===== config.mk =====
export PLATFORM = sky130hd
export DESIGN_NAME = qte_front
export DESIGN_NICKNAME = d
export VERILOG_FILES = /design/src/rtl/core/qte_pkg.sv /design/src/rtl/core/qte_front.sv
export SDC_FILE = /design/constraint.sdc
export NUM_CORES = 1
export LEC_CHECK = 0
export BUFFER_PORTS_ARGS = -buffer_cell sky130_fd_sc_hd__buf_4
export CAP_MARGIN = 0
export CELL_PAD_IN_SITES_DETAIL_PLACEMENT = 0
export CELL_PAD_IN_SITES_GLOBAL_PLACEMENT = 2
export CORE_UTILIZATION = 24
export CTS_CLUSTER_DIAMETER = 200
export DETAILED_ROUTE_END_ITERATION = 12
export GPL_TIMING_DRIVEN = 0
export PLACE_DENSITY_LB_ADDON = 0.1
export SYNTH_ARGS = -nofsm -noshare
export SYNTH_HDL_FRONTEND = slang
export SYNTH_SLANG_ARGS = --single-unit

===== constraint.sdc =====
create_clock -name clk -period 5.2 [get_ports clk]
set_input_delay 1.04 -clock clk [delete_from_list [all_inputs] [get_ports clk]]
set_output_delay 1.04 -clock clk [all_outputs]
set_load 0.01 [all_outputs]

===== src/rtl/core/qte_pkg.sv =====
// qte_pkg: widths, constants and the arctangent table shared by the
// quaternion to Euler angle block. No dependencies.
`timescale 1ns / 1ps

package qte_pkg;

  localparam int QW       = 32;  // input component width, Q30
  localparam int PW       = 35;  // Q30 product after the shift
  localparam int VW       = 46;  // atan2 operand width
  localparam int AW       = 35;  // angle width, Q30 radians
  localparam int RW       = 61;  // square root radicand width
  localparam int MAX_STEPS = 30;
  localparam int NORM_BIT = 40;  // operands are scaled up to 2^40
  localparam int SQRT_STAGES = 31;

  localparam logic signed [VW-1:0] Q30_ONE = VW'(64'sd1073741824);
  localparam logic signed [AW-1:0] HALF_PI = AW'(64'sd1686629713);
  localparam logic [12:0]          CDEG_SCALE = 13'd5730;

  typedef struct packed {
    logic signed [QW-1:0] w;
    logic signed [QW-1:0] x;
    logic signed [QW-1:0] y;
    logic signed [QW-1:0] z;
  } quat_item_t;

  function automatic int steps_used(input int steps);
    return (steps > MAX_STEPS) ? MAX_STEPS : steps;
  endfunction

  // round(atan(2^-i) * 2^30)
  function automatic logic signed [AW-1:0] atan_entry(input int i);
    logic signed [AW-1:0] r;
    unique case (i)
      0:  r = AW'(64'sd843314857);
      1:  r = AW'(64'sd497837829);
      2:  r = AW'(64'sd263043837);
      3:  r = AW'(64'sd133525159);
      4:  r = AW'(64'sd67021687);
      5:  r = AW'(64'sd33543516);
      6:  r = AW'(64'sd16775851);
      7:  r = AW'(64'sd8388437);
      8:  r = AW'(64'sd4194283);
      9:  r = AW'(64'sd2097149);
      default: r = AW'(64'sd1) <<< (30 - i);
    endcase
    return r;
  endfunction

endpackage


===== src/rtl/core/qte_front.sv =====
// qte_front: input register of the block; drops items with no quaternion.
// Depends on qte_pkg.
`timescale 1ns / 1ps

module qte_front (
  input  logic                       clk,
  input  logic                       rst,
  input  logic                       quat_valid,
  output logic                       quat_stall,
  input  logic signed [31:0]         quat_w,
  input  logic signed [31:0]         quat_x,
  input  logic signed [31:0]         quat_y,
  input  logic signed [31:0]         quat_z,
  input  logic                       quat_present,
  input  logic                       queue_full,
  output logic                       push,
  output qte_pkg::quat_item_t        push_item
);
  import qte_pkg::*;

  logic       held;
  logic       held_next;
  quat_item_t item;
  logic       accept;

  assign quat_stall = held && queue_full;
  assign accept     = quat_valid && !quat_stall;
  assign push       = held && !queue_full;
  assign push_item  = item;

  always_comb begin
    held_next = held;
    if (accept) begin
      held_next = quat_present;
    end else if (push) begin
      held_next = 1'b0;
    end
  end

  always_ff @(posedge clk) begin
    if (rst) begin
      held <= 1'b0;
    end else begin
      held <= held_next;
    end
  end

  always_ff @(posedge clk) begin
    if (accept) begin
      item <= '{w: quat_w, x: quat_x, y: quat_y, z: quat_z};
    end
  end

endmodule


==> insert_results.sql, run 1 <==
INSERT INTO impl_metrics (metric_group, metric, value, unit) VALUES
('outcome', 'status', 'completed', ''),
('worst_setup_path', 'critical_path_peak_fanout', '3', ''),
('global_route', 'grt.overflow.total', '0', ''),
('sta', 'min_period_over_period', '0.484', ''),
('synthesis', 'yosys_register_bits', '129', ''),
('synthesis', 'synth_enable_flop_cells', '128', ''),
('power', 'power_density', '379', 'nW/um^2'),
('cts', 'postCtsResizedCells', '0', ''),
('floorplanning', 'fp.dieArea', '16800', 'sq um'),
('synthesis', 'post_synthesis_cell_count', '134', ''),
('synthesis', 'netlist_area', '3900', 'sq um'),
('power', 'switching_share', '0.204', ''),
('floorplanning', 'initial_core_util', '0.246', ''),
('power', 'switchingPower', '525', 'uW'),
('sta', 'layout_setup_ws', '2.68', 'ns'),
('final_layout', 'instances_no_fill', '648', ''),
('floorplanning', 'dieHeight', '129', 'um'),
('final_layout', 'drive_gt1_frac', '0.685', ''),
('route', 'route.detailed.vias_per_inst', '3.73', ''),
('sta', 'tightest_slew', '0.575', 'ns'),
('cts', 'clockRootBuffer', 'sky130_fd_sc_hd__clkbuf_16', ''),
('power', 'power.total', '2570', 'uW'),
('sta', 'fin_worst_skew', '0.00548', 'ns'),
('power', 'peakVddDrop', '0.189', 'mV'),
('worst_setup_path', 'setup.worst_path.end_class', 'output pin', ''),
('floorplanning', 'die-width', '129', 'um'),
('final_layout', 'final_nets', '552', ''),
('cts', 'ctsLongestPathBuffers', '2', ''),
('synthesis', 'post-synth-top-area-fraction', '0.985', ''),
('power', 'power.share.sequential', '0.479', ''),
('place', 'placer_congestion_estimate', '0.664', ''),
('route', 'drt-total-wl', '9850', 'um'),
('final_layout', 'final.fill_count', '1524', ''),
('global_route', 'pin_count_of_the_biggest_net_entering_global_routing', '35', ''),
('sta', 'max_freq', '0.398', 'GHz'),
('sta', 'timing_hold_violations_final', '0', ''),
('place', 'placed_cells_incl_taps', '616', ''),
('route', 'drt_iter0_markers', '70', ''),
('synthesis', 'yosysWarningCount', '0', ''),
('cts', 'tritoncts.num_buffers', '17', ''),
('global_route', 'number_of_antenna_violations_at_the_first_check_in_global_routing', '0', ''),
('route', 'final_antenna_net_count', '0', ''),
('global_route', 'grt_pass1_vias', '2488', ''),
('sta', 'finalCriticalPeriod', '2.52', 'ns'),
('final_layout', 'antenna-diode-count', '0', ''),
('cts', 'cts_max_level', '4', ''),
('cts', 'hold_buffers', '0', ''),
('synthesis', 'ys_seq_area_frac', '0.990', ''),
('cts', 'cts_num_sinks', '129', ''),
('cts', 'worst_skew_pair.late_latency', '0.41', 'ns'),
('synthesis', 'synth-main-ff-cell', 'sky130_fd_sc_hd__edfxtp_1', ''),
('route', 'post_detailed_route_wirelength_per_cell', '15.2', 'um'),
('worst_setup_path', 'worstSetupStartpointType', 'primary input', ''),
('cts', 'post_cts.repair.setup_buffers', '0', ''),
('cts', 'tritoncts', 'yes', ''),
('final_layout', 'flow.area_growth_from_synthesis', '73.7', '%'),
('sta', 'setup_viol_count_final', '0', ''),
('place', 'detailed_place_hpwl', '7330', 'um'),
('worst_setup_path', 'worst_ep_arrival_time', '1.48', 'ns'),
('power', 'comb_power_share', '0.089', ''),
('final_layout', 'postLayoutCoreUtil', '0.427', ''),
('floorplanning', 'core', '15900', 'sq um'),
('place', 'io_buffer_count', '262', ''),
('sta', 'setup_repair_after_global_routing_missed_its_margin', 'no', ''),
('global_route', 'wire_length_of_the_first_global_routing_pass', '13600', 'um'),
('synthesis', 'synthDominantAreaCellType', 'sky130_fd_sc_hd__edfxtp_1', ''),
('floorplanning', 'ioPinCount', '263', ''),
('worst_setup_path', 'crit_type', 'primary input to output pin', ''),
('global_route', 'global_route_total_usage_across_every_layer', '0.117', ''),
('job', 'max_cap_violations', '0', ''),
('sta', 'final-max-slew-violation-count', '0', '');
registers in the layout (all words and copies together), names as in the netlist:
signal / flops
held: 1
push_item: 128
critical path, cell delays in order:
cell and delay, ns:
sky130_fd_sc_hd__buf_4 0.09, sky130_fd_sc_hd__and2b_2 0.20, sky130_fd_sc_hd__buf_4 0.14
cells by family after synthesis:
logic type / count (synthesis) / share of synthesized area
AOI/OAI and AO/OA: 1 / 0.00193
DFF: 129 / 0.990
and+or+nand+nor: 4 / 0.00770
path summary, 6_finish.rpt:
check,start,endpoint,slack (ns),cells past startpoint
hold reg to reg,held$_SDFFE_PP0P_,held$_SDFFE_PP0P_,0.54,2
setup / recovery,queue_full,push,2.68,3
hold / removal,held$_SDFFE_PP0P_,held$_SDFFE_PP0P_,0.54,2
setup reg to reg,held$_SDFFE_PP0P_,push_item[56]$_DFFE_PP_,3.44,4
layout by cell type, fill, tap and decap left out:
master	instances
sky130_fd_sc_hd__and2_4	1
sky130_fd_sc_hd__clkbuf_16	17
sky130_fd_sc_hd__and2b_2	1
sky130_fd_sc_hd__buf_12	4
sky130_fd_sc_hd__bufinv_16	2
sky130_fd_sc_hd__dfxtp_1	1
sky130_fd_sc_hd__buf_4	262
sky130_fd_sc_hd__edfxtp_1	128
sky130_fd_sc_hd__nor2_1	1
sky130_fd_sc_hd__clkinvlp_4	3
sky130_fd_sc_hd__clkinv_2	5
sky130_fd_sc_hd__clkbuf_1	1
sky130_fd_sc_hd__nor2b_4	1
sky130_fd_sc_hd__clkinv_1	4
sky130_fd_sc_hd__a22oi_1	1
metal layers:
layer  global-route usage  up-vias  share of wire
met5                    0        -              0
met4               0.0677        0          0.015
met3               0.0541       12          0.094
met2                0.200      125           0.55
met1                0.117     1163           0.34
li1                     -     1118              -
power by group through the flow:
stage	Clock, uW	Combinational (uW)	Sequential [uW]
finish	1110	230	1230
global route	1200	246	1240
CTS	1150	236	1230
detailed placement	0	236	1250
global placement	0	224	1260
floorplan	0	18.9	1290
through the flow:
stage,hold slack [ns],cell area [sq um]
floorplan,0.494,3900
global placement,0.526,6140
detailed placement,0.545,6220
CTS,0.558,6780
global route,0.601,6780
finish,0.538,6780
layout make-up:
| class | instances | area (sq um) | share of cell area |
|---|---|---|---|
| clock buffers | 18 | 429 | 0.0633 |
| repair buffers | 266 | 2050 | 0.302 |
| well taps | 216 | 270 | 0.0399 |
| multi-input cells | 5 | 42.5 | 0.00628 |
| clock inverters | 14 | 123 | 0.0181 |
| flip-flops and latches | 129 | 3860 | 0.570 |
(Power assumes the default switching activity.)
==> run 2, diff against run 1 <==
clock period = 2.2 ns   (was 5.2 ns; I/O delays follow)
==> insert_results.sql, run 2 (synthesis results as in run 1) <==
INSERT INTO impl_metrics (metric_group, metric, value, unit) VALUES
('route', 'drt_pre_antenna_iters', '4', ''),
('final_layout', 'flow.area_growth_from_synthesis', '73.2', '%'),
('floorplanning', 'die-width', '129', 'um'),
('power', 'leakage', '0.00283', 'uW'),
('sta', 'max_freq', '0.519', 'GHz'),
('cts', 'tritoncts', 'yes', ''),
('floorplanning', 'dieHeight', '129', 'um'),
('worst_setup_path', 'slowest_delay', '0.65', 'ns'),
('worst_setup_path', 'crit_type', 'flop to flop', ''),
('worst_setup_path', 'setup.worst_path.end_class', 'flop', ''),
('sta', 'finalCriticalPeriod', '1.93', 'ns'),
('cts', 'tritoncts.num_buffers', '17', ''),
('place', 'io_buffer_count', '262', ''),
('worst_setup_path', 'crit_slowest_cell', 'sky130_fd_sc_hd__nor2b_4', ''),
('worst_setup_path', 'timing.critical_path.max_delay_family', 'simple AND/OR/NAND/NOR gates', ''),
('place', 'postPlaceCellArea', '6230', 'sq um'),
('sta', 'setup_viol_count_final', '0', ''),
('route', 'dr_total_vias', '2404', ''),
('route', 'final_antenna_net_count', '0', ''),
('cts', 'post_cts.repair.setup_buffers', '0', ''),
('worst_setup_path', 'critical_path_peak_fanout', '28', ''),
('job', 'max_cap_violations', '0', ''),
('sta', 'setup_repair_after_global_routing_missed_its_margin', 'no', ''),
('place', 'placer_congestion_estimate', '0.660', ''),
('route', 'post_detailed_route_wirelength_per_cell', '15.3', 'um'),
('cts', 'postCtsResizedCells', '0', ''),
('final_layout', 'largest_register_ff_count', '128', ''),
('final_layout', 'instances_no_fill', '647', ''),
('worst_setup_path', 'required_time_worst_endpoint', '2.31', 'ns'),
('route', 'route.detailed.vias_per_inst', '3.72', ''),
('final_layout', 'antenna-diode-count', '0', ''),
('cts', 'hold_buffers', '0', ''),
('cts', 'worst_skew_pair.late_latency', '0.40', 'ns'),
('final_layout', 'drive_gt1_frac', '0.687', ''),
('floorplanning', 'ioPinCount', '263', ''),
('global_route', 'global_route_total_usage_across_every_layer', '0.116', ''),
('sta', 'totalNegativeSetupSlack', '0', 'ns'),
('outcome', 'status', 'completed', ''),
('final_layout', 'commonest_cells_after_routing_fill_and_taps_aside', 'sky130_fd_sc_hd__buf_4 (262), sky130_fd_sc_hd__edfxtp_1 (128), sky130_fd_sc_hd__clkbuf_16 (17)', ''),
('sta', 'timing_hold_violations_final', '0', ''),
('global_route', 'pin_count_of_the_biggest_net_entering_global_routing', '29', ''),
('sta', 'tightest_slew', '0.829', 'ns'),
('final_layout', 'final_nets', '552', ''),
('global_route', 'grt.overflow.total', '0', ''),
('cts', 'cts_num_sinks', '129', ''),
('cts', 'clockRootBuffer', 'sky130_fd_sc_hd__clkbuf_16', ''),
('cts', 'cts_max_level', '4', ''),
('sta', 'slew_headroom', '0.446', ''),
('final_layout', 'final_area', '6760', 'sq um'),
('sta', 'layout_setup_ws', '0.274', 'ns'),
('sta', 'fin_worst_skew', '0.00499', 'ns'),
('sta', 'final-max-slew-violation-count', '0', ''),
('cts', 'worst_setup_hold_path_clk_slew', '0.05', 'ns'),
('power', 'power_density', '884', 'nW/um^2'),
('sta', 'min_period_over_period', '0.876', ''),
('place', 'place_worst_setup_slack', '-0.0426', 'ns'),
('global_route', 'number_of_antenna_violations_at_the_first_check_in_global_routing', '0', ''),
('floorplanning', 'core', '15900', 'sq um'),
('floorplanning', 'fp.dieArea', '16800', 'sq um'),
('route', 'drt-total-wl', '9930', 'um'),
('final_layout', 'postLayoutCoreUtil', '0.425', ''),
('place', 'placed_cells_incl_taps', '616', ''),
('final_layout', 'layout.cells.most_common', 'sky130_fd_sc_hd__buf_4', ''),
('worst_setup_path', 'worst_ep_arrival_time', '2.03', 'ns'),
('floorplanning', 'num_rows', '46', ''),
('power', 'peakVddDrop', '0.445', 'mV'),
('global_route', 'wire_length_of_the_first_global_routing_pass', '13600', 'um'),
('global_route', 'grt_pass1_vias', '2381', ''),
('cts', 'ctsLongestPathBuffers', '2', ''),
('worst_setup_path', 'critical_path_cell_list', 'and2_4 -> nor2b_4 -> buf_12 -> buf_16', ''),
('floorplanning', 'initial_core_util', '0.246', ''),
('worst_setup_path', 'worstSetupStartpointType', 'flop', ''),
('hold_path', 'worstHoldPathType', 'primary input to flop', ''),
('worst_setup_path', 'timing.critical_path.buf_inv', '2', ''),
('worst_setup_path', 'timing.reg2reg.setup_slack', '0.27', 'ns'),
('final_layout', 'final.fill_count', '1505', ''),
('route', 'detail_route.drc_violations', '0', ''),
('route', 'drt_iter0_markers', '114', '');
run 2: cell count changes in the layout (fill, tap and decap cells not counted):
cell                        previous run  this run
sky130_fd_sc_hd__buf_12                4         3
sky130_fd_sc_hd__buf_16                0         1
sky130_fd_sc_hd__bufinv_16             2         1
sky130_fd_sc_hd__clkinv_1              4         3
sky130_fd_sc_hd__clkinv_4              0         1
run 2: cell type report:
type / count / area, sq um / share of cell area
Sequential cell: 129 / 3860 / 0.572
Timing Repair Buffer: 266 / 2050 / 0.304
Clock buffer: 18 / 429 / 0.0635
Tap cell: 216 / 270 / 0.0400
Clock inverter: 13 / 97.6 / 0.0144
Multi-Input combinational cell: 5 / 42.5 / 0.00630
run 2: where the power goes:
part | switching, uW | internal, uW | total [uW]
sequential | 35.9 | 2880 | 2910
combinational | 221 | 325 | 546
clock | 994 | 1520 | 2510
total | 1250 | 4720 | 5970
run 2: stage by stage:
| step | total power, uW | hold slack, ns |
|---|---|---|
| 4_1_cts | 6080 | 0.158 |
| 3_5_place_dp | 3520 | 0.545 |
| 3_3_place_gp | 3500 | 0.528 |
| 5_1_grt | 6210 | 0.158 |
| 2_1_floorplan | 3090 | 0.494 |
| 6_report | 5970 | 0.186 |
run 2: worst reg2reg max path: cells and delay by family (launching register included):
kind,cells,cell delay (ns)
buffers and inverters,2,0.51
DFF,1,0.32
and+or+nand+nor,2,0.80
run 2: routing by layer:
metal | share of wire | wire length (um) | global-route usage
met5 | 0 | 0 | 0
met4 | 0.018 | 181 | 0.0609
met3 | 0.11 | 1070 | 0.0694
met2 | 0.53 | 5300 | 0.192
met1 | 0.34 | 3370 | 0.115
run 2: worst paths after layout:
kind / from / endpoint / cells after the start
setup / recovery: held$_SDFFE_PP0P_ / push_item[88]$_DFFE_PP_ / 4
hold / removal: rst / held$_SDFFE_PP0P_ / 2
setup reg to reg: held$_SDFFE_PP0P_ / push_item[88]$_DFFE_PP_ / 4
hold reg to reg: held$_SDFFE_PP0P_ / held$_SDFFE_PP0P_ / 2
==> run 3, diff against run 2 <==
ABC_AREA = 1   (was default)
==> insert_results.sql, run 3 <==
INSERT INTO impl_metrics (metric_group, metric, value, unit) VALUES
('outcome', 'status', 'completed', ''),
('worst_setup_path', 'critical_path_cell_list', 'nand2_8 -> inv_6 -> nor2_4 -> buf_12 -> buf_12', ''),
('worst_setup_path', 'cpMostUsedCell', 'sky130_fd_sc_hd__buf_12', ''),
('worst_setup_path', 'r2r.worst_path.cells', '5', ''),
('final_layout', 'multiInputGateArea', '47.5', 'sq um'),
('power', 'leakage', '0.00282', 'uW'),
('cts', 'tritoncts', 'yes', ''),
('synthesis', 'synthDominantAreaCellType', 'sky130_fd_sc_hd__edfxtp_1', ''),
('synthesis', 'netlist_area', '3900', 'sq um'),
('worst_setup_path', 'timing.critical_path.buf_inv', '3', ''),
('worst_setup_path', 'crit_slowest_cell', 'sky130_fd_sc_hd__nor2_4', ''),
('hold_path', 'worstHoldPathType', 'primary input to flop', ''),
('cts', 'worst_skew_pair.late_latency', '0.40', 'ns'),
('sta', 'timing_hold_violations_final', '0', ''),
('synthesis', 'synthDistinctLibCells', '9', ''),
('sta', 'fin_worst_skew', '0.00695', 'ns'),
('synthesis', 'synth-main-ff-cell', 'sky130_fd_sc_hd__edfxtp_1', ''),
('worst_setup_path', 'critical_path_peak_fanout', '33', ''),
('global_route', 'gr-usage-met2', '0.186', ''),
('global_route', 'global_route_total_usage_across_every_layer', '0.114', ''),
('final_layout', 'commonest_cells_after_routing_fill_and_taps_aside', 'sky130_fd_sc_hd__buf_4 (262), sky130_fd_sc_hd__edfxtp_1 (128), sky130_fd_sc_hd__clkbuf_16 (17)', ''),
('final_layout', 'antenna-diode-count', '0', ''),
('cts', 'hold_buffers', '0', ''),
('worst_setup_path', 'crit_path_end', 'push_item[71]$_DFFE_PP_', ''),
('cts', 'cts_num_sinks', '129', ''),
('global_route', 'use_met1', '0.117', ''),
('synthesis', 'avgSynthCellArea', '28.5', 'sq um'),
('global_route', 'pin_count_of_the_biggest_net_entering_global_routing', '36', ''),
('final_layout', 'layout.cells.most_common', 'sky130_fd_sc_hd__buf_4', ''),
('synthesis', 'post_synthesis_cell_count', '137', ''),
('worst_setup_path', 'crit_type', 'flop to flop', ''),
('worst_setup_path', 'slowest_delay', '0.69', 'ns'),
('route', 'post_detailed_route_wirelength_per_cell', '15.1', 'um'),
('floorplanning', 'dieHeight', '130', 'um'),
('route', 'final_antenna_net_count', '0', ''),
('cts', 'ctsLongestPathBuffers', '2', ''),
('synthesis', 'yosys_register_bits', '129', ''),
('power', 'power.total', '6000', 'uW'),
('floorplanning', 'die-width', '130', 'um'),
('final_layout', 'seq_area', '3860', 'sq um'),
('route', 'drt_iter0_markers', '63', ''),
('sta', 'slew_headroom', '0.397', ''),
('global_route', 'grt_pass1_vias', '2407', ''),
('sta', 'layout_setup_ws', '0.159', 'ns'),
('worst_setup_path', 'setup.worst_path.end_class', 'flop', ''),
('cts', 'tritoncts.num_buffers', '17', ''),
('synthesis', 'synth_area_leaders', 'sky130_fd_sc_hd__edfxtp_1 (98%), sky130_fd_sc_hd__dfxtp_1 (0.51%), sky130_fd_sc_hd__a21oi_2 (0.22%), sky130_fd_sc_hd__inv_1 (0.19%), sky130_fd_sc_hd__nand2_2 (0.16%)', ''),
('final_layout', 'final.fill_count', '1474', ''),
('global_route', 'top_usage_layer', 'met2', ''),
('floorplanning', 'core', '15900', 'sq um'),
('worst_setup_path', 'required_time_worst_endpoint', '2.29', 'ns'),
('synthesis', 'syn_nets', '270', ''),
('worst_setup_path', 'crit_cells', '5', ''),
('route', 'drt_pre_antenna_iters', '3', ''),
('place', 'postPlaceCellArea', '6220', 'sq um'),
('global_route', 'number_of_antenna_violations_at_the_first_check_in_global_routing', '0', ''),
('synthesis', 'synth.cells.most_frequent', 'sky130_fd_sc_hd__edfxtp_1 (128), sky130_fd_sc_hd__inv_1 (2)', ''),
('worst_setup_path', 'worstSetupStartpointType', 'flop', ''),
('final_layout', 'largest_register_ff_count', '128', ''),
('sta', 'tightest_slew', '0.903', 'ns'),
('power', 'power_density', '889', 'nW/um^2'),
('floorplanning', 'fp.dieArea', '16800', 'sq um'),
('sta', 'final-max-slew-violation-count', '0', ''),
('synthesis', 'synth_enable_flop_cells', '128', ''),
('global_route', 'wire_length_of_the_first_global_routing_pass', '13500', 'um'),
('synthesis', 'ys_async_sr_fraction', '0', ''),
('final_layout', 'final_nets', '554', ''),
('job', 'max_cap_violations', '0', ''),
('sta', 'max_freq', '0.490', 'GHz'),
('worst_setup_path', 'worst_r2r_endpoint', 'push_item[71]$_DFFE_PP_', ''),
('cts', 'clockRootBuffer', 'sky130_fd_sc_hd__clkbuf_16', ''),
('route', 'detail_route.drc_violations', '0', ''),
('route', 'dr_total_vias', '2408', ''),
('place', 'placed_cells_incl_taps', '618', ''),
('sta', 'setup_repair_after_global_routing_missed_its_margin', 'no', ''),
('cts', 'worst_setup_hold_path_clk_slew', '0.05', 'ns'),
('floorplanning', 'num_rows', '46', ''),
('global_route', 'grt.overflow.total', '0', ''),
('cts', 'post_cts.repair.setup_buffers', '0', ''),
('route', 'route.detailed.vias_per_inst', '3.72', ''),
('floorplanning', 'ioPinCount', '263', ''),
('final_layout', 'flow.area_growth_from_synthesis', '73.0', '%'),
('cts', 'cts_max_level', '4', ''),
('final_layout', 'final_area', '6750', 'sq um'),
('worst_setup_path', 'timing.critical_path.max_delay_family', 'simple AND/OR/NAND/NOR gates', ''),
('synthesis', 'ys_seq_area_frac', '0.990', ''),
('place', 'place_worst_setup_slack', '-0.127', 'ns'),
('final_layout', 'drive_gt1_frac', '0.675', ''),
('place', 'placer_congestion_estimate', '0.689', ''),
('global_route', 'use_met3', '0.0640', ''),
('synthesis', 'yosysWarningCount', '0', ''),
('worst_setup_path', 'reg2reg_from', 'held$_SDFFE_PP0P_', ''),
('power', 'peakVddDrop', '0.527', 'mV'),
('route', 'drt-total-wl', '9760', 'um'),
('sta', 'setup_viol_count_final', '0', ''),
('cts', 'postCtsResizedCells', '0', ''),
('synthesis', 'post-synth-top-area-fraction', '0.985', ''),
('worst_setup_path', 'worst_ep_arrival_time', '2.13', 'ns'),
('floorplanning', 'initial_core_util', '0.246', ''),
('synthesis', 'yosysMostFrequentCell', 'sky130_fd_sc_hd__edfxtp_1', ''),
('sta', 'finalCriticalPeriod', '2.04', 'ns'),
('sta', 'min_period_over_period', '0.928', ''),
('place', 'io_buffer_count', '262', ''),
('worst_setup_path', 'timing.reg2reg.setup_slack', '0.16', 'ns'),
('final_layout', 'instances_no_fill', '647', ''),
('worst_setup_path', 'cp-startpoint', 'held$_SDFFE_PP0P_', '');
-- run 3: worst register-to-register path, cell delays in order (launching register included) --
cell and delay, ns:
sky130_fd_sc_hd__dfxtp_1 0.36, sky130_fd_sc_hd__nand2_8 0.09, sky130_fd_sc_hd__inv_6 0.03, sky130_fd_sc_hd__nor2_4 0.69
sky130_fd_sc_hd__buf_12 0.30, sky130_fd_sc_hd__buf_12 0.25
-- run 3: routing by layer --
metal | vias up | wire length (um)
met2 | 160 | 4940
li1 | 1119 | -
met1 | 1120 | 3400
met5 | - | 0
met3 | 9 | 1270
met4 | 0 | 150
-- run 3: logic make-up after synthesis --
logic type      after synthesis  share of synthesized area
flops                       129                      0.990
compound gates                1                    0.00224
buf+inv                       3                    0.00288
simple gates                  4                    0.00513
-- run 3: area by class of cell --
type | instances | area share
Sequential cell | 129 | 0.572
Clock buffer | 19 | 0.0641
Clock inverter | 10 | 0.0143
Tap cell | 216 | 0.0400
Inverter | 3 | 0.00241
Timing Repair Buffer | 265 | 0.300
Multi-Input combinational cell | 5 | 0.00704
-- run 3: worst min path at each step --
stage                              to  cells past startpoint               from
floorplan           held$_SDFFE_PP0P_                      1                rst
global placement    held$_SDFFE_PP0P_                      2  held$_SDFFE_PP0P_
detailed placement  held$_SDFFE_PP0P_                      2  held$_SDFFE_PP0P_
CTS                 held$_SDFFE_PP0P_                      2                rst
global route        held$_SDFFE_PP0P_                      2                rst
finish              held$_SDFFE_PP0P_                      2                rst
-- run 3: metrics by stage --
stage / hold WS (ns) / utilization / TNS, ns
after floorplan: 0.502 / - / -83.52
after global placement: 0.523 / 0.388 / -205.04
after detailed placement: 0.526 / 0.392 / -4.12
after CTS: 0.159 / 0.425 / 0
after global routing: 0.167 / 0.425 / 0
final: 0.182 / 0.425 / 0
-- run 3: where the power goes --
part	internal (uW)	switching (uW)	leakage, uW
registers	2880	36.8	0.00125
clock network	1620	930	0.000256
logic	319	222	0.00131
total	4820	1190	0.00282
